### src/lfu_pkg.sv
// Shared types and constants for the LFU cache controller.
`timescale 1ns / 1ps

package lfu_pkg;

    localparam int CAPACITY   = 16;
    localparam int COUNT_BITS = 16;
    localparam int IDX_W      = (CAPACITY > 1) ? $clog2(CAPACITY) : 1;
    localparam int FILL_W     = $clog2(CAPACITY + 1);
    localparam int WORD_W     = 32;
    localparam int CFG_W      = 5;

    localparam logic [CFG_W-1:0] CFG_RESET = 5'd16;

    localparam logic OP_GET = 1'b0;
    localparam logic OP_PUT = 1'b1;

    typedef struct packed {
        logic                     op;
        logic signed [WORD_W-1:0] key;
        logic signed [WORD_W-1:0] write_value;
    } req_t;

    typedef struct packed {
        logic                     hit;
        logic signed [WORD_W-1:0] read_value;
        logic                     evicted;
        logic signed [WORD_W-1:0] evicted_key;
    } rsp_t;

    typedef struct packed {
        logic load;
        logic scan;
        logic apply;
    } cmd_t;

    typedef struct packed {
        logic scan_last;
    } status_t;

endpackage

### src/lfu_ctrl.sv
// Sequencer that loads a request, scans the entries and applies the update.
`timescale 1ns / 1ps

module lfu_ctrl (
    input  logic             aclk,
    input  logic             aresetn,
    input  logic             s_valid,
    output logic             s_ready,
    input  logic             out_free,
    input  lfu_pkg::status_t status,
    output lfu_pkg::cmd_t    cmd
);

    localparam logic [1:0] ST_IDLE  = 2'd0;
    localparam logic [1:0] ST_SCAN  = 2'd1;
    localparam logic [1:0] ST_APPLY = 2'd2;

    logic [1:0] state_reg;
    logic [1:0] state_next;

    always_comb begin
        state_next = state_reg;
        cmd        = '0;
        s_ready    = 1'b0;
        case (state_reg)
            ST_IDLE: begin
                s_ready = 1'b1;
                if (s_valid) begin
                    cmd.load   = 1'b1;
                    state_next = ST_SCAN;
                end
            end
            ST_SCAN: begin
                cmd.scan = 1'b1;
                if (status.scan_last) begin
                    state_next = ST_APPLY;
                end
            end
            ST_APPLY: begin
                if (out_free) begin
                    cmd.apply  = 1'b1;
                    state_next = ST_IDLE;
                end
            end
            default: begin
                state_next = ST_IDLE;
            end
        endcase
    end

    always_ff @(posedge aclk) begin
        if (!aresetn) begin
            state_reg <= ST_IDLE;
        end else begin
            state_reg <= state_next;
        end
    end

endmodule

### src/lfu_dpath.sv
// Entry storage, scan logic for lookup and victim choice, and the update step.
`timescale 1ns / 1ps

module lfu_dpath (
    input  logic                        aclk,
    input  logic                        aresetn,
    input  lfu_pkg::cmd_t               cmd,
    output lfu_pkg::status_t            status,
    input  lfu_pkg::req_t               req_in,
    input  logic [lfu_pkg::CFG_W-1:0]   cap_in,
    output lfu_pkg::rsp_t               rsp
);

    localparam int N  = lfu_pkg::CAPACITY;
    localparam int IW = lfu_pkg::IDX_W;
    localparam int FW = lfu_pkg::FILL_W;
    localparam int CB = lfu_pkg::COUNT_BITS;
    localparam int WW = lfu_pkg::WORD_W;

    logic [N-1:0]  valid_reg, valid_next;
    logic [WW-1:0] key_reg   [N];
    logic [WW-1:0] data_reg  [N];
    logic [CB-1:0] cnt_reg   [N];
    logic [IW-1:0] rank_reg  [N];
    logic [IW-1:0] rank_next [N];
    logic [FW-1:0] used_reg, used_next;

    lfu_pkg::req_t req_reg;
    logic [IW-1:0] idx_reg;

    logic          found_reg;
    logic [IW-1:0] found_idx_reg;
    logic [CB-1:0] found_cnt_reg;
    logic [IW-1:0] found_rank_reg;
    logic [WW-1:0] found_data_reg;

    logic          free_reg;
    logic [IW-1:0] free_idx_reg;

    logic          best_reg;
    logic [IW-1:0] best_idx_reg;
    logic [CB-1:0] best_cnt_reg;
    logic [IW-1:0] best_rank_reg;
    logic [WW-1:0] best_key_reg;

    logic          cur_valid;
    logic [WW-1:0] cur_key;
    logic [CB-1:0] cur_cnt;
    logic [IW-1:0] cur_rank;
    logic          is_match, is_free, is_better;

    logic [FW-1:0] eff_cap;
    logic          cap_zero, hit_upd, ins, use_free, use_vict, touch;
    logic [IW-1:0] slot;
    logic [IW:0]   thr;
    logic [CB-1:0] cnt_inc;

    assign cur_valid = valid_reg[idx_reg];
    assign cur_key   = key_reg[idx_reg];
    assign cur_cnt   = cnt_reg[idx_reg];
    assign cur_rank  = rank_reg[idx_reg];

    assign is_match  = cur_valid && (cur_key == req_reg.key) && !found_reg;
    assign is_free   = !cur_valid && !free_reg;
    assign is_better = cur_valid && (!best_reg || (cur_cnt < best_cnt_reg) ||
                       ((cur_cnt == best_cnt_reg) && (cur_rank > best_rank_reg)));

    assign status.scan_last = (idx_reg == IW'(N - 1));

    assign eff_cap  = (int'(cap_in) > N) ? FW'(N) : FW'(cap_in);
    assign cap_zero = (eff_cap == '0);
    assign hit_upd  = found_reg && ((req_reg.op == lfu_pkg::OP_GET) || !cap_zero);
    assign ins      = (req_reg.op == lfu_pkg::OP_PUT) && !cap_zero && !found_reg;
    assign use_free = ins && free_reg && (used_reg < eff_cap);
    assign use_vict = ins && !use_free && best_reg;
    assign touch    = hit_upd || use_free || use_vict;
    assign slot     = found_reg ? found_idx_reg : (use_free ? free_idx_reg : best_idx_reg);
    assign thr      = found_reg ? {1'b0, found_rank_reg} :
                      (use_free ? (IW + 1)'(N) : {1'b0, best_rank_reg});
    assign cnt_inc  = (found_cnt_reg == '1) ? found_cnt_reg : found_cnt_reg + 1'b1;

    assign rsp.hit         = found_reg;
    assign rsp.read_value  = ((req_reg.op == lfu_pkg::OP_GET) && found_reg) ?
                             found_data_reg : '1;
    assign rsp.evicted     = use_vict;
    assign rsp.evicted_key = use_vict ? best_key_reg : '0;

    always_comb begin
        valid_next = valid_reg;
        used_next  = used_reg;
        for (int j = 0; j < N; j++) begin
            rank_next[j] = rank_reg[j];
        end
        if (cmd.apply && touch) begin
            for (int j = 0; j < N; j++) begin
                if (IW'(j) == slot) begin
                    rank_next[j] = '0;
                end else if (valid_reg[j] && ({1'b0, rank_reg[j]} < thr)) begin
                    rank_next[j] = rank_reg[j] + 1'b1;
                end
            end
            if (use_free || use_vict) begin
                valid_next[slot] = 1'b1;
            end
            if (use_free) begin
                used_next = used_reg + 1'b1;
            end
        end
    end

    always_ff @(posedge aclk) begin
        if (!aresetn) begin
            valid_reg <= '0;
            used_reg  <= '0;
            found_reg <= 1'b0;
            free_reg  <= 1'b0;
            best_reg  <= 1'b0;
            idx_reg   <= '0;
        end else begin
            valid_reg <= valid_next;
            used_reg  <= used_next;
            if (cmd.load) begin
                found_reg <= 1'b0;
                free_reg  <= 1'b0;
                best_reg  <= 1'b0;
                idx_reg   <= '0;
            end else if (cmd.scan) begin
                idx_reg <= status.scan_last ? '0 : idx_reg + 1'b1;
                if (is_match) begin
                    found_reg <= 1'b1;
                end
                if (is_free) begin
                    free_reg <= 1'b1;
                end
                if (is_better) begin
                    best_reg <= 1'b1;
                end
            end
        end
    end

    always_ff @(posedge aclk) begin
        if (cmd.load) begin
            req_reg <= req_in;
        end
        if (cmd.scan) begin
            if (is_match) begin
                found_idx_reg  <= idx_reg;
                found_cnt_reg  <= cur_cnt;
                found_rank_reg <= cur_rank;
                found_data_reg <= data_reg[idx_reg];
            end
            if (is_free) begin
                free_idx_reg <= idx_reg;
            end
            if (is_better) begin
                best_idx_reg  <= idx_reg;
                best_cnt_reg  <= cur_cnt;
                best_rank_reg <= cur_rank;
                best_key_reg  <= cur_key;
            end
        end
        for (int j = 0; j < N; j++) begin
            rank_reg[j] <= rank_next[j];
        end
        if (cmd.apply) begin
            if (hit_upd) begin
                cnt_reg[slot] <= cnt_inc;
                if (req_reg.op == lfu_pkg::OP_PUT) begin
                    data_reg[slot] <= req_reg.write_value;
                end
            end else if (use_free || use_vict) begin
                key_reg[slot]  <= req_reg.key;
                data_reg[slot] <= req_reg.write_value;
                cnt_reg[slot]  <= CB'(1);
            end
        end
    end

endmodule

### src/lfu_cache_controller_unit.sv
// Top level of the LFU cache controller: capacity register, output register and core.
//
// Channel   Dir  Handshake          Payload
// s_        in   s_valid/s_ready    s_data  (req_t: op, key, write_value)
// m_        out  m_valid/m_ready    m_data  (rsp_t: hit, read_value, evicted, evicted_key)
// cfg_      in   cfg_wr_en          cfg_wr_data (cap_in_use)
//
// Each request is loaded, then checked in a scan through every entry of the entry
// store, and then the update is applied and the result loaded into the output register.
// Reset clears the valid bits and the fill count at once, so no clearing pass is needed.
// The next request is accepted while a result waits in the output register; the
// update step stalls only when that register is still full and m_ready is low.
`timescale 1ns / 1ps

module lfu_cache_controller_unit (
    input  logic                      aclk,
    input  logic                      aresetn,
    input  logic                      s_valid,
    output logic                      s_ready,
    input  lfu_pkg::req_t             s_data,
    output logic                      m_valid,
    input  logic                      m_ready,
    output lfu_pkg::rsp_t             m_data,
    input  logic                      cfg_wr_en,
    input  logic [lfu_pkg::CFG_W-1:0] cfg_wr_data
);

    logic [lfu_pkg::CFG_W-1:0] cap_reg;
    logic                      m_valid_reg;
    lfu_pkg::rsp_t             m_data_reg;
    lfu_pkg::cmd_t             cmd;
    lfu_pkg::status_t          status;
    lfu_pkg::rsp_t             rsp;
    logic                      out_free;

    assign out_free = !m_valid_reg || m_ready;
    assign m_valid  = m_valid_reg;
    assign m_data   = m_data_reg;

    lfu_ctrl u_ctrl (
        .aclk     (aclk),
        .aresetn  (aresetn),
        .s_valid  (s_valid),
        .s_ready  (s_ready),
        .out_free (out_free),
        .status   (status),
        .cmd      (cmd)
    );

    lfu_dpath u_dpath (
        .aclk    (aclk),
        .aresetn (aresetn),
        .cmd     (cmd),
        .status  (status),
        .req_in  (s_data),
        .cap_in  (cap_reg),
        .rsp     (rsp)
    );

    always_ff @(posedge aclk) begin
        if (!aresetn) begin
            cap_reg     <= lfu_pkg::CFG_RESET;
            m_valid_reg <= 1'b0;
        end else begin
            if (cfg_wr_en) begin
                cap_reg <= cfg_wr_data;
            end
            if (cmd.apply) begin
                m_valid_reg <= 1'b1;
            end else if (m_ready) begin
                m_valid_reg <= 1'b0;
            end
        end
    end

    always_ff @(posedge aclk) begin
        if (cmd.apply) begin
            m_data_reg <= rsp;
        end
    end

endmodule
### config.mk
export PLATFORM = sky130hd
export DESIGN_NAME = lfu_cache_controller_unit
export DESIGN_NICKNAME = d
export VERILOG_FILES = /design/src/lfu_pkg.sv /design/src/lfu_ctrl.sv /design/src/lfu_dpath.sv /design/src/lfu_cache_controller_unit.sv
export SDC_FILE = /design/constraint.sdc
export NUM_CORES = 2
export LEC_CHECK = 0
export ABC_AREA = 1
export CAP_MARGIN = 20
export CELL_PAD_IN_SITES_DETAIL_PLACEMENT = 1
export CELL_PAD_IN_SITES_GLOBAL_PLACEMENT = 2
export CORE_UTILIZATION = 48
export CTS_CLUSTER_SIZE = 25
export DETAILED_ROUTE_END_ITERATION = 10
export DONT_BUFFER_PORTS = 1
export PLACE_DENSITY = 0.92
export SLEW_MARGIN = 20
export SYNTH_ARGS = -nofsm -noshare
export SYNTH_HDL_FRONTEND = slang
export SYNTH_SLANG_ARGS = --single-unit
### constraint.sdc
create_clock -name aclk -period 12.15 [get_ports aclk]
set_input_delay 0.6075 -clock aclk [delete_from_list [all_inputs] [get_ports aclk]]
set_output_delay 0.6075 -clock aclk [all_outputs]
set_load 0.1 [all_outputs]
==> results.json <==
{
  "worstSkewPairLatency_ns": 0.81,
  "setup_tns_ns": 0,
  "finalWeightedCongestion": 0.801,
  "yosysTopAreaCell": "edfxtp_1",
  "p_per_area_nw_per_um2": 155,
  "yosysUniqueCellTypes": 46,
  "hold_depth": 3,
  "fin_cells": 7387,
  "fmax_mhz": 162,
  "io_buffer_count": 0,
  "tightest_slew_ns": 1.19,
  "rr_endpoint": "u_dpath.found_data_reg[12]$_DFFE_PP_",
  "postCtsSetupRepairBufs": 0,
  "critical_path_class": "flop to flop",
  "ys_ff_latch": 1631,
  "min_path_type": "primary input to flop",
  "numCtsBuffers": 169,
  "yosysSeqAreaShare": 0.727,
  "row_count": 136,
  "start_util": 0.485,
  "report.final.slew_viol_count": 0,
  "ys.flop_type": "edfxtp_1",
  "grt_usage": 0.277,
  "drc": 0,
  "cp_cell_sequence": "buf_4, buf_4, nor2_1, nor2_1, o21ai_0, nand3_1, nand3_1, nand3_1, nand2_1, nor2_1, nand2_1, nor2_1, nand3_1, nor2_4, buf_4",
  "die_height_um": 375,
  "root_buffer": "clkbuf_16",
  "synth.most_common_cell": "edfxtp_1",
  "synth_nets": 5593,
  "cap_violations": 0,
  "synth_area_sq_um": 66900,
  "grt_start_max_net_pins": 236,
  "rsz0062_at_grt": "false",
  "finalSetupViolCount": 0,
  "finish.utilization": 0.541,
  "htree_levels": 4,
  "crit_path_top_delay_cell": "buf_4",
  "reg2reg_slack_ns": 5.97,
  "drive_above_1_share": 0.0737,
  "fillers": 13857,
  "relSlewSlack": 0.209,
  "antenna_found_initial": 9,
  "synthCells": 5427,
  "vias": 44148,
  "grt_pass1_vias": 46533,
  "period_minus_slack_ns": 6.18,
  "yosysWarnings": 0,
  "synth_common_cells": "edfxtp_1, nand2_1, nor2_1",
  "die_area_sq_um": 141000,
  "die_w_um": 375,
  "leakage_uw": 0.0261,
  "async_flop_share": 0,
  "cts.sinks": 1631,
  "drtIter0Drc": 4312,
  "worstSetupEndpointType": "flop",
  "synth_edf_count": 1591,
  "final_cell_area_sq_um": 74600,
  "cp.required_ns": 12.57,
  "ios": 143,
  "hold_end": "u_ctrl.state_reg[1]$_SDFFE_PN0P_",
  "final_net_count": 5621,
  "period_share": 0.509,
  "viasPerCell": 5.98,
  "yosysTopAreaCellShare": 0.715,
  "regArea_sq_um": 48600,
  "place_hpwl_um": 105000,
  "grt-ovfl-total": 0,
  "dp_cells": 7001,
  "path_clk_slew_ns": 0.06,
  "peakVddDrop_mv": 0.143,
  "tritoncts": "done",
  "synth.top_cells.by_area": "edfxtp_1, nand2_1, nor2_1",
  "avgRoutedWirePerCell_um": 26.7,
  "hp-start": "m_ready",
  "drt_pass1_iterations": 5,
  "final_antenna_net_count": 0,
  "syn_to_final_growth_pct": 11.6,
  "routed_wl_um": 197000,
  "fin_skew_ns": 0.0328,
  "reg2reg_depth": 15,
  "postSynthAreaPerCell_sq_um": 12.3,
  "grt_pass1_wl_um": 291000,
  "finalHoldViolations": 0,
  "dpl-instance-area_sq_um": 68500,
  "core_area_sq_um": 138000,
  "start_kind": "flop",
  "multi_input_area_sq_um": 15600,
  "max_stage_delay_ns": 0.86,
  "cts.path.max_buffers": 3,
  "crit_fanout": 89,
  "critPathArrivalTime_ns": 6.60,
  "status": "completed"
}
[power by group]
part / switching, uW / leakage (uW) / internal [uW]
Combinational: 261 / 0.00894 / 108
Clock: 2170 / 0.00256 / 2800
Sequential: 70.9 / 0.0146 / 6180
[worst max-delay path by stage]
| stage | startpoint | to | slack, ns | cells after the start |
|---|---|---|---|---|
| after CTS | flop | u_dpath.found_data_reg[0]$_DFFE_PP_ | 6.01 | 15 |
| after global placement | flop | u_dpath.found_data_reg[20]$_DFFE_PP_ | 6.38 | 15 |
| after detailed placement | flop | u_dpath.found_data_reg[18]$_DFFE_PP_ | 6.24 | 15 |
| after global routing | flop | u_dpath.found_data_reg[28]$_DFFE_PP_ | 5.82 | 15 |
| after floorplan | flop | u_dpath.best_cnt_reg[0]$_DFFE_PP_ | 6.27 | 15 |
| final | flop | u_dpath.found_data_reg[12]$_DFFE_PP_ | 5.97 | 15 |
[timing repair]
action | in CTS | in global routing
hold buffers | 72 | 0
endpoints found under the setup margin | 0 | 0
hold endpoints to repair | 75 | 0
resized for setup | 0 | 0
[placed cells by master, fill, tap and decap left out, types with 25 or more instances in the layout]
cell type / n
nand3_1: 365
o21ai_1: 25
dfxtp_1: 33
dlygate4sd3_1: 72
o211ai_1: 80
o21ai_0: 568
clkinv_1: 38
nor2_4: 28
a21oi_1: 72
nand2_1: 782
clkinv_2: 32
nor2_1: 756
edfxtp_1: 1591
clkbuf_16: 175
inv_1: 364
ha_1: 91
buf_4: 73
clkbuf_1: 46
o221ai_1: 112
o22ai_1: 94
[worst max-delay path: cells and delay by family (launching register included)]
kind	cells	cell delay, ns
buffers and inverters	3	2.45
AND/OR/NAND/NOR	11	2.22
flip-flops	1	0.75
AO/OA/AOI/OAI	1	0.21
[kinds of logic (layout without fill, tap and decap cells)]
| logic type | Yosys count | in the layout | share of synthesized area |
|---|---|---|---|
| AO/OA/AOI/OAI | 971 | 971 | 0.0848 |
| XOR/XNOR | 40 | 40 | 0.00524 |
| other | 0 | 3 | 0 |
| flip-flops | 1631 | 1631 | 0.727 |
| adder cells (fa/ha/maj) | 91 | 91 | 0.0170 |
| AND/OR/NAND/NOR | 1999 | 1999 | 0.123 |
| buffers and inverters | 695 | 858 | 0.0430 |
[layer usage]
layer	routed length, um	vias to the layer above	global-route usage	part of all wire
met4	6070	6	0.101	0.031
met2	101000	1736	0.483	0.51
met1	77800	22646	0.350	0.39
li1	-	19361	-	-
met3	12700	399	0.0420	0.064
met5	38	-	0	0.00019
[stage by stage]
step	worst slack [ns]	hold WS [ns]	power, uW
floorplan	6.27	0.426	6580
global placement	6.38	0.446	6680
detailed placement	6.24	0.460	6710
CTS	6.01	0.0839	11600
global route	5.82	0.101	11900
finish	5.97	0.137	11600
[area by class of cell]
class,instances,area share
repair buffers,153,0.0190
multi-input cells,3101,0.209
diodes,3,0.000101
clock inverters,83,0.00840
clock buffers,223,0.0614
inverters,399,0.0205
flip-flops and latches,1631,0.652
well taps,1794,0.0301
No activity file was read; power rests on OpenSTA's default activity.
